--- src/design/cpa_pkg.sv ---
// ----------------------------------------------------------------------------
// cpa_pkg
// Shared types and codes for the contiguous page allocator: status codes,
// operation and register codes, and the controller/datapath command bundles.
// ----------------------------------------------------------------------------
package cpa_pkg;

    localparam int CNT_FIELD_W  = 11;
    localparam int PAGE_FIELD_W = 10;
    localparam int CFG_W        = 11;

    localparam logic OP_ALLOC = 1'b0;
    localparam logic OP_FREE  = 1'b1;

    localparam logic [0:0] REG_PAGES_IN_USE = 1'b0;
    localparam logic [0:0] REG_RESERVED     = 1'b1;

    localparam logic [CFG_W-1:0] PAGES_IN_USE_RST = 11'd1024;
    localparam logic [CFG_W-1:0] RESERVED_RST     = 11'd0;

    typedef enum logic [2:0] {
        ST_OK       = 3'd0,
        ST_NOSPACE  = 3'd1,
        ST_ZERO     = 3'd2,
        ST_RESERVED = 3'd3,
        ST_NOTSTART = 3'd4
    } status_t;

    typedef struct packed {
        logic    clr_step;
        logic    load_item;
        logic    scan_init;
        logic    scan_step;
        logic    mark_init;
        logic    mark_step;
        logic    free_rd;
        logic    free_init;
        logic    free_step;
        logic    set_code;
        status_t code;
        logic    out_load;
    } cpa_cmd_t;

    typedef struct packed {
        logic clr_last;
        logic is_free;
        logic cnt_zero;
        logic cnt_big;
        logic pg_rsv;
        logic pg_out;
        logic found;
        logic scan_end;
        logic mark_last;
        logic mark_rd;
        logic free_last;
        logic out_free;
    } cpa_stat_t;

endpackage

--- src/design/cpa_ctrl.sv ---
// ----------------------------------------------------------------------------
// cpa_ctrl
// Sequencer for the page allocator: map clearing after reset, first-fit scan,
// run marking, run freeing and result hand-off.
// ----------------------------------------------------------------------------
module cpa_ctrl (
    input  logic                aclk,
    input  logic                aresetn,
    input  logic                s_tvalid,
    output logic                s_tready,
    input  cpa_pkg::cpa_stat_t  stat,
    output cpa_pkg::cpa_cmd_t   cmd
);
    import cpa_pkg::*;

    typedef enum logic [7:0] {
        S_INIT   = 8'b0000_0001,
        S_IDLE   = 8'b0000_0010,
        S_DECODE = 8'b0000_0100,
        S_SCAN   = 8'b0000_1000,
        S_MARK   = 8'b0001_0000,
        S_FWAIT  = 8'b0010_0000,
        S_FREE   = 8'b0100_0000,
        S_DONE   = 8'b1000_0000
    } state_t;

    state_t state_reg;
    state_t state_next;

    always_comb begin
        cmd        = '0;
        state_next = state_reg;
        s_tready   = 1'b0;
        unique case (state_reg)
            S_INIT: begin
                cmd.clr_step = 1'b1;
                if (stat.clr_last) begin
                    state_next = S_IDLE;
                end
            end
            S_IDLE: begin
                s_tready = 1'b1;
                if (s_tvalid) begin
                    cmd.load_item = 1'b1;
                    state_next    = S_DECODE;
                end
            end
            S_DECODE: begin
                if (!stat.is_free) begin
                    if (stat.cnt_zero) begin
                        cmd.set_code = 1'b1;
                        cmd.code     = ST_ZERO;
                        state_next   = S_DONE;
                    end else if (stat.cnt_big) begin
                        cmd.set_code = 1'b1;
                        cmd.code     = ST_NOSPACE;
                        state_next   = S_DONE;
                    end else begin
                        cmd.scan_init = 1'b1;
                        state_next    = S_SCAN;
                    end
                end else begin
                    if (stat.pg_rsv) begin
                        cmd.set_code = 1'b1;
                        cmd.code     = ST_RESERVED;
                        state_next   = S_DONE;
                    end else if (stat.pg_out) begin
                        cmd.set_code = 1'b1;
                        cmd.code     = ST_NOTSTART;
                        state_next   = S_DONE;
                    end else begin
                        cmd.free_rd = 1'b1;
                        state_next  = S_FWAIT;
                    end
                end
            end
            S_SCAN: begin
                cmd.scan_step = 1'b1;
                if (stat.found) begin
                    cmd.mark_init = 1'b1;
                    state_next    = S_MARK;
                end else if (stat.scan_end) begin
                    cmd.set_code = 1'b1;
                    cmd.code     = ST_NOSPACE;
                    state_next   = S_DONE;
                end
            end
            S_MARK: begin
                cmd.mark_step = 1'b1;
                if (stat.mark_last) begin
                    cmd.set_code = 1'b1;
                    cmd.code     = ST_OK;
                    state_next   = S_DONE;
                end
            end
            S_FWAIT: begin
                if (!stat.mark_rd) begin
                    cmd.set_code = 1'b1;
                    cmd.code     = ST_NOTSTART;
                    state_next   = S_DONE;
                end else begin
                    cmd.free_init = 1'b1;
                    state_next    = S_FREE;
                end
            end
            S_FREE: begin
                cmd.free_step = 1'b1;
                if (stat.free_last) begin
                    cmd.set_code = 1'b1;
                    cmd.code     = ST_OK;
                    state_next   = S_DONE;
                end
            end
            S_DONE: begin
                if (stat.out_free) begin
                    cmd.out_load = 1'b1;
                    state_next   = S_IDLE;
                end
            end
            default: begin
                state_next = S_INIT;
            end
        endcase
    end

    always_ff @(posedge aclk) begin
        if (!aresetn) begin
            state_reg <= S_INIT;
        end else begin
            state_reg <= state_next;
        end
    end

`ifndef ASSERT_OFF
    // one item in flight: no second accept right after an accept
    a_one_in_flight: assert property (@(posedge aclk) disable iff (!aresetn)
        (s_tvalid && s_tready) |=> !s_tready)
        else $error("item accepted while previous item still in progress");
`endif

endmodule

--- config.mk ---
export PLATFORM = sky130hd
export DESIGN_NAME = cpa_ctrl
export DESIGN_NICKNAME = d
export VERILOG_FILES = /design/src/design/cpa_pkg.sv /design/src/design/cpa_ctrl.sv
export SDC_FILE = /design/constraint.sdc
export NUM_CORES = 1
export LEC_CHECK = 0
export BUFFER_PORTS_ARGS = -buffer_cell sky130_fd_sc_hd__buf_2
export CAP_MARGIN = 10
export CORE_MARGIN = 8
export CORE_UTILIZATION = 44
export CTS_CLUSTER_DIAMETER = 200
export DETAILED_ROUTE_END_ITERATION = 10
export PLACE_DENSITY = 0.75
export SYNTH_ARGS = -nofsm -noshare
export SYNTH_HDL_FRONTEND = slang
export SYNTH_SLANG_ARGS = --single-unit
--- constraint.sdc ---
create_clock -name aclk -period 2.3 [get_ports aclk]
set_input_delay 0.23 -clock aclk [delete_from_list [all_inputs] [get_ports aclk]]
set_output_delay 0.23 -clock aclk [all_outputs]
set_load 0.01 [all_outputs]
# Yosys cells after proc, flatten, opt, wreduce, memory -nomap -nowiden
# Cells that the tools add are included.
[word_totals] register_bits=8 latchBits=0 ramBits=0 romBits=0 n_memories=0
[op_classes] n_addsub=0 n_mul=0 div=0 n_lt_le_gt_ge=0 n_eq_ne=14 n_shift=0 muxes=45 bitwise=0 n_reduce_logical=1
[op_table] operator="8-bit 2-to-1 mux" n=13
[op_table] operator="8-bit case mux with 8 select lines" n=1
[op_table] operator="4-bit 2-to-1 mux" n=10
[op_table] operator="4-bit case mux with 5 select lines" n=1
[op_table] operator="1-bit 2-to-1 mux" n=19
[op_table] operator="2-bit != test (second input constant)" n=5
[op_table] operator="8-bit by 1-bit == test with 1-bit output (second input constant)" n=1
[op_table] operator="8-bit by 2-bit == test with 1-bit output (second input constant)" n=1
[op_table] operator="8-bit by 3-bit == test with 1-bit output (second input constant)" n=1
[op_table] operator="8-bit by 4-bit == test with 1-bit output (second input constant)" n=1
[op_table] operator="8-bit by 5-bit == test with 1-bit output (second input constant)" n=1
[op_table] operator="8-bit by 6-bit == test with 1-bit output (second input constant)" n=1
[op_table] operator="8-bit by 7-bit == test with 1-bit output (second input constant)" n=1
[op_table] operator="8-bit == test (second input constant)" n=1
[op_table] operator="6-bit AND reduction" n=1
[op_table] operator="3-bit != test (second input constant)" n=1
[op_table] operator="2-bit 2-to-1 mux" n=1

# Longest topological paths before layout
[depth] word_depth=4 depth_mapped=6

# Worst setup path before layout
# No wires, ideal clock.
[synth_timing] path_type="reg-to-output" start="register state_reg[2]" end="output cmd[4] (netlist bit)" arrival_time_ps=2039 path_slack_ps=31 path_stages_with_launch=7 n_path_buf=1 cell_sequence="dfxtp_1 > or4_1 > buf_2 > or3_4 > nor3b_1 > a22oi_1 > nand3_1"
[synth_lines] element="start, declared" line="cpa_ctrl.sv:27" rtl="state_t state_reg;"
[synth_lines] element="start signal, assigned" line="cpa_ctrl.sv:130" rtl="state_reg <= state_next;"
[synth_lines] element="end, declared" line="cpa_ctrl.sv:12" rtl="output cpa_pkg::cpa_cmd_t cmd"

==> flow_summary.json <==
{
  "worst_slack_ps": -39.1,
  "fin_area_sq_um": 946,
  "cts_tree": "yes",
  "grt_max_degree": 10,
  "synthXorXnorAreaFrac_pct": 1.37,
  "pwr-share-seq_pct": 34.4,
  "holdPathEnd": "state_reg[0]",
  "synth_top_cell_by_area": "dfxtp_1",
  "yosysWarnings": 0,
  "firstDrtPassIters": 4,
  "worstPathRequired_ps": 2070,
  "syn_to_final_growth_pct": 47.9,
  "fp-row-count": 13,
  "placed_area_sq_um": 813,
  "fmax_mhz": 428,
  "p_per_area_nw_per_um2": 568,
  "r2r-end": "state_reg[7]",
  "synth_top_family_by_area": "simple AND/OR/NAND/NOR gates",
  "synth_area_sq_um": 639,
  "period_minus_slack_ps": 2340,
  "slew_violations": 0,
  "setup_viol": 1,
  "dpl.hpwl_um": 1560,
  "setup-tns-final_ps": -39.1,
  "synth-seq-area-share_pct": 25.0,
  "synth_common_cells": "dfxtp_1 (8), nor2_1 (8), nor3b_1 (6), inv_1 (4)",
  "synth_ff_type": "dfxtp_1",
  "drc": 0,
  "finalNetCount": 134,
  "fillers": 108,
  "fin_crit_sh_pct": 102,
  "async_reset_ff_share_pct": 0,
  "combPwrFrac_pct": 45.8,
  "hold_class": "primary input to flip-flop",
  "rsz0062_at_grt": "true",
  "clock_path_buffers": 2,
  "swShare_pct": 34.9,
  "synth_compound_area_share_pct": 20.9,
  "reg2reg_from": "state_reg[3]",
  "critPathCaptureType": "output port",
  "worstPathArrival_ps": 2110,
  "tightest_slew_ps": 492,
  "port_buffers": 29,
  "dieHeight_um": 54.1,
  "h-tree-depth": 1,
  "wl_per_cell_um": 16.6,
  "muxShareOfSynthArea_pct": 3.13,
  "cts_made_buffers": 3,
  "reg2reg_depth": 7,
  "crit_path_max_fanout": 5,
  "maxCapViolCount": 0,
  "antenna_found_initial": 0,
  "synth.distinct_cells": 36,
  "fp.dieArea_sq_um": 2930,
  "die_width_um": 54.1,
  "hold_path_depth": 2,
  "leakagePower_nw": 0.460,
  "drtAntennaViolNets": 0,
  "utilization_pct": 70.9,
  "drtIter0Drc": 28,
  "slew_headroom_pct": 67.1,
  "cts_root_buf": "clkbuf_4",
  "synth_cells": 78,
  "gr-usage-all-layers_pct": 14.0,
  "start_util_pct": 47.9,
  "synth_top_area_share_pct": 25.0,
  "insertedDiodeCount": 0,
  "violations": "negative setup slack",
  "holdCritStartpoint": "aresetn",
  "clock_latency_ps": 260,
  "power_switching_w": 0.000188,
  "clkTransAtPathRegs_ps": 50,
  "internal_power_w": 0.000350,
  "synth_area_leaders": "dfxtp_1 (25%), nor3b_1 (7.0%), nor2_1 (4.7%)",
  "coreArea_sq_um": 1330,
  "drt_wl_total_um": 2190,
  "grt_overflow": 0,
  "total_power_w": 0.000537,
  "synth_nets": 93,
  "hold_ws_ps": 250,
  "grt_pass1_wl_um": 3090,
  "place_congestion": 0.810,
  "io_pins": 30,
  "syn_avg_cell_area_sq_um": 8.20,
  "synthAdderAreaFrac_pct": 0,
  "synth_edf_count": 0,
  "status": "finished, violations left",
  "cts.sinks": 8,
  "r2r_slack_ps": 10,
  "clkPwrFrac_pct": 19.8,
  "critical_path_class": "flip-flop to output port",
  "synth-seq-cells": 8,
  "largest_reg_flops": 8,
  "yosys.area_share.simple_pct": 46.4,
  "num_vias": 788,
  "via_per_inst": 5.97,
  "hold_viol_final": 0,
  "drive_gt1_share_pct": 47.0,
  "worst_clock_skew_ps": 6.02,
  "startpoint_type": "flip-flop",
  "ir_worst_vdd_mv": 0.395,
  "grt_pass1_vias": 721
}
==> timing repair <==
action / CTS / global route
hold endpoints to repair: 0 / 0
cloned: 0 / 0
gates resized for setup: 4 / 9
pin swaps: 1 / 5
buffers inserted: 0 / 6
hold buffers: 0 / 0
endpoints found under the setup margin: 4 / 4
==> how the worst max path moves through the flow <==
stage,start,to,slack (ps),cells after the start
after CTS,state_reg[2],cmd[4],5,6
after global placement,state_reg[2],cmd[4],190,6
after global routing,state_reg[3],cmd[4],-130,6
final,state_reg[3],cmd[4],-40,6
after detailed placement,state_reg[2],cmd[4],120,6
after floorplan,state_reg[2],cmd[4],30,6
==> kinds of logic (layout without fill, tap and decap cells) <==
group	Yosys count	in the layout
buf+inv	5	44
compound gates	18	18
xor+xnor	1	1
simple gates	44	44
mux	2	2
flops	8	8
==> metal layers <==
layer,global-route usage [%],share of wire [%],vias to the layer above
li1,-,-,379
met1,15.3,38,373
met2,24.6,53,31
met3,5.23,7.5,5
met4,3.69,1.4,0
met5,0,0,-
==> critical path, cell delays in order (launching register included) <==
cell     delay, ps
dfxtp_2        330
or4_4          540
or3_4          430
nor3b_4        240
a22oi_2        110
nand3_1         70
buf_2          130
==> cell type report <==
class	count	area [sq um]	share of cell area [%]
Tap cell	15	18.8	1.98
Sequential cell	8	163	17.2
Multi-Input combinational cell	65	509	53.8
Timing Repair Buffer	37	218	23.0
Inverter	4	15.0	1.59
Clock buffer	3	22.5	2.38
==> stage by stage <==
| step | setup slack (ps) | instances |
|---|---|---|
| after floorplan | 31.2 | 78 |
| after global placement | 186 | 123 |
| after detailed placement | 123 | 123 |
| after CTS | 5.07 | 126 |
| after global routing | -135 | 132 |
| final | -39.1 | 132 |
==> power by group through the flow <==
stage,clock network (W),registers [W],logic [W]
6_report,0.000106,0.000185,0.000246
5_1_grt,0.000116,0.000186,0.000266
4_1_cts,0.000116,0.000183,0.000211
3_5_place_dp,0,0.000182,0.000200
3_3_place_gp,0,0.000181,0.000193
2_1_floorplan,0,0.000177,0.000145
==> placed cells by master, fill, tap and decap left out, types with 3 or more instances in the layout <==
master    count
nor3_1        3
nor2_1        8
and2_1        3
dfxtp_1       6
buf_4         8
inv_1         4
a21oi_1       3
nor3b_1       4
clkbuf_4      3
buf_2        27
o21ai_0       3
nand2b_1      3
(Power assumes the default switching activity.)
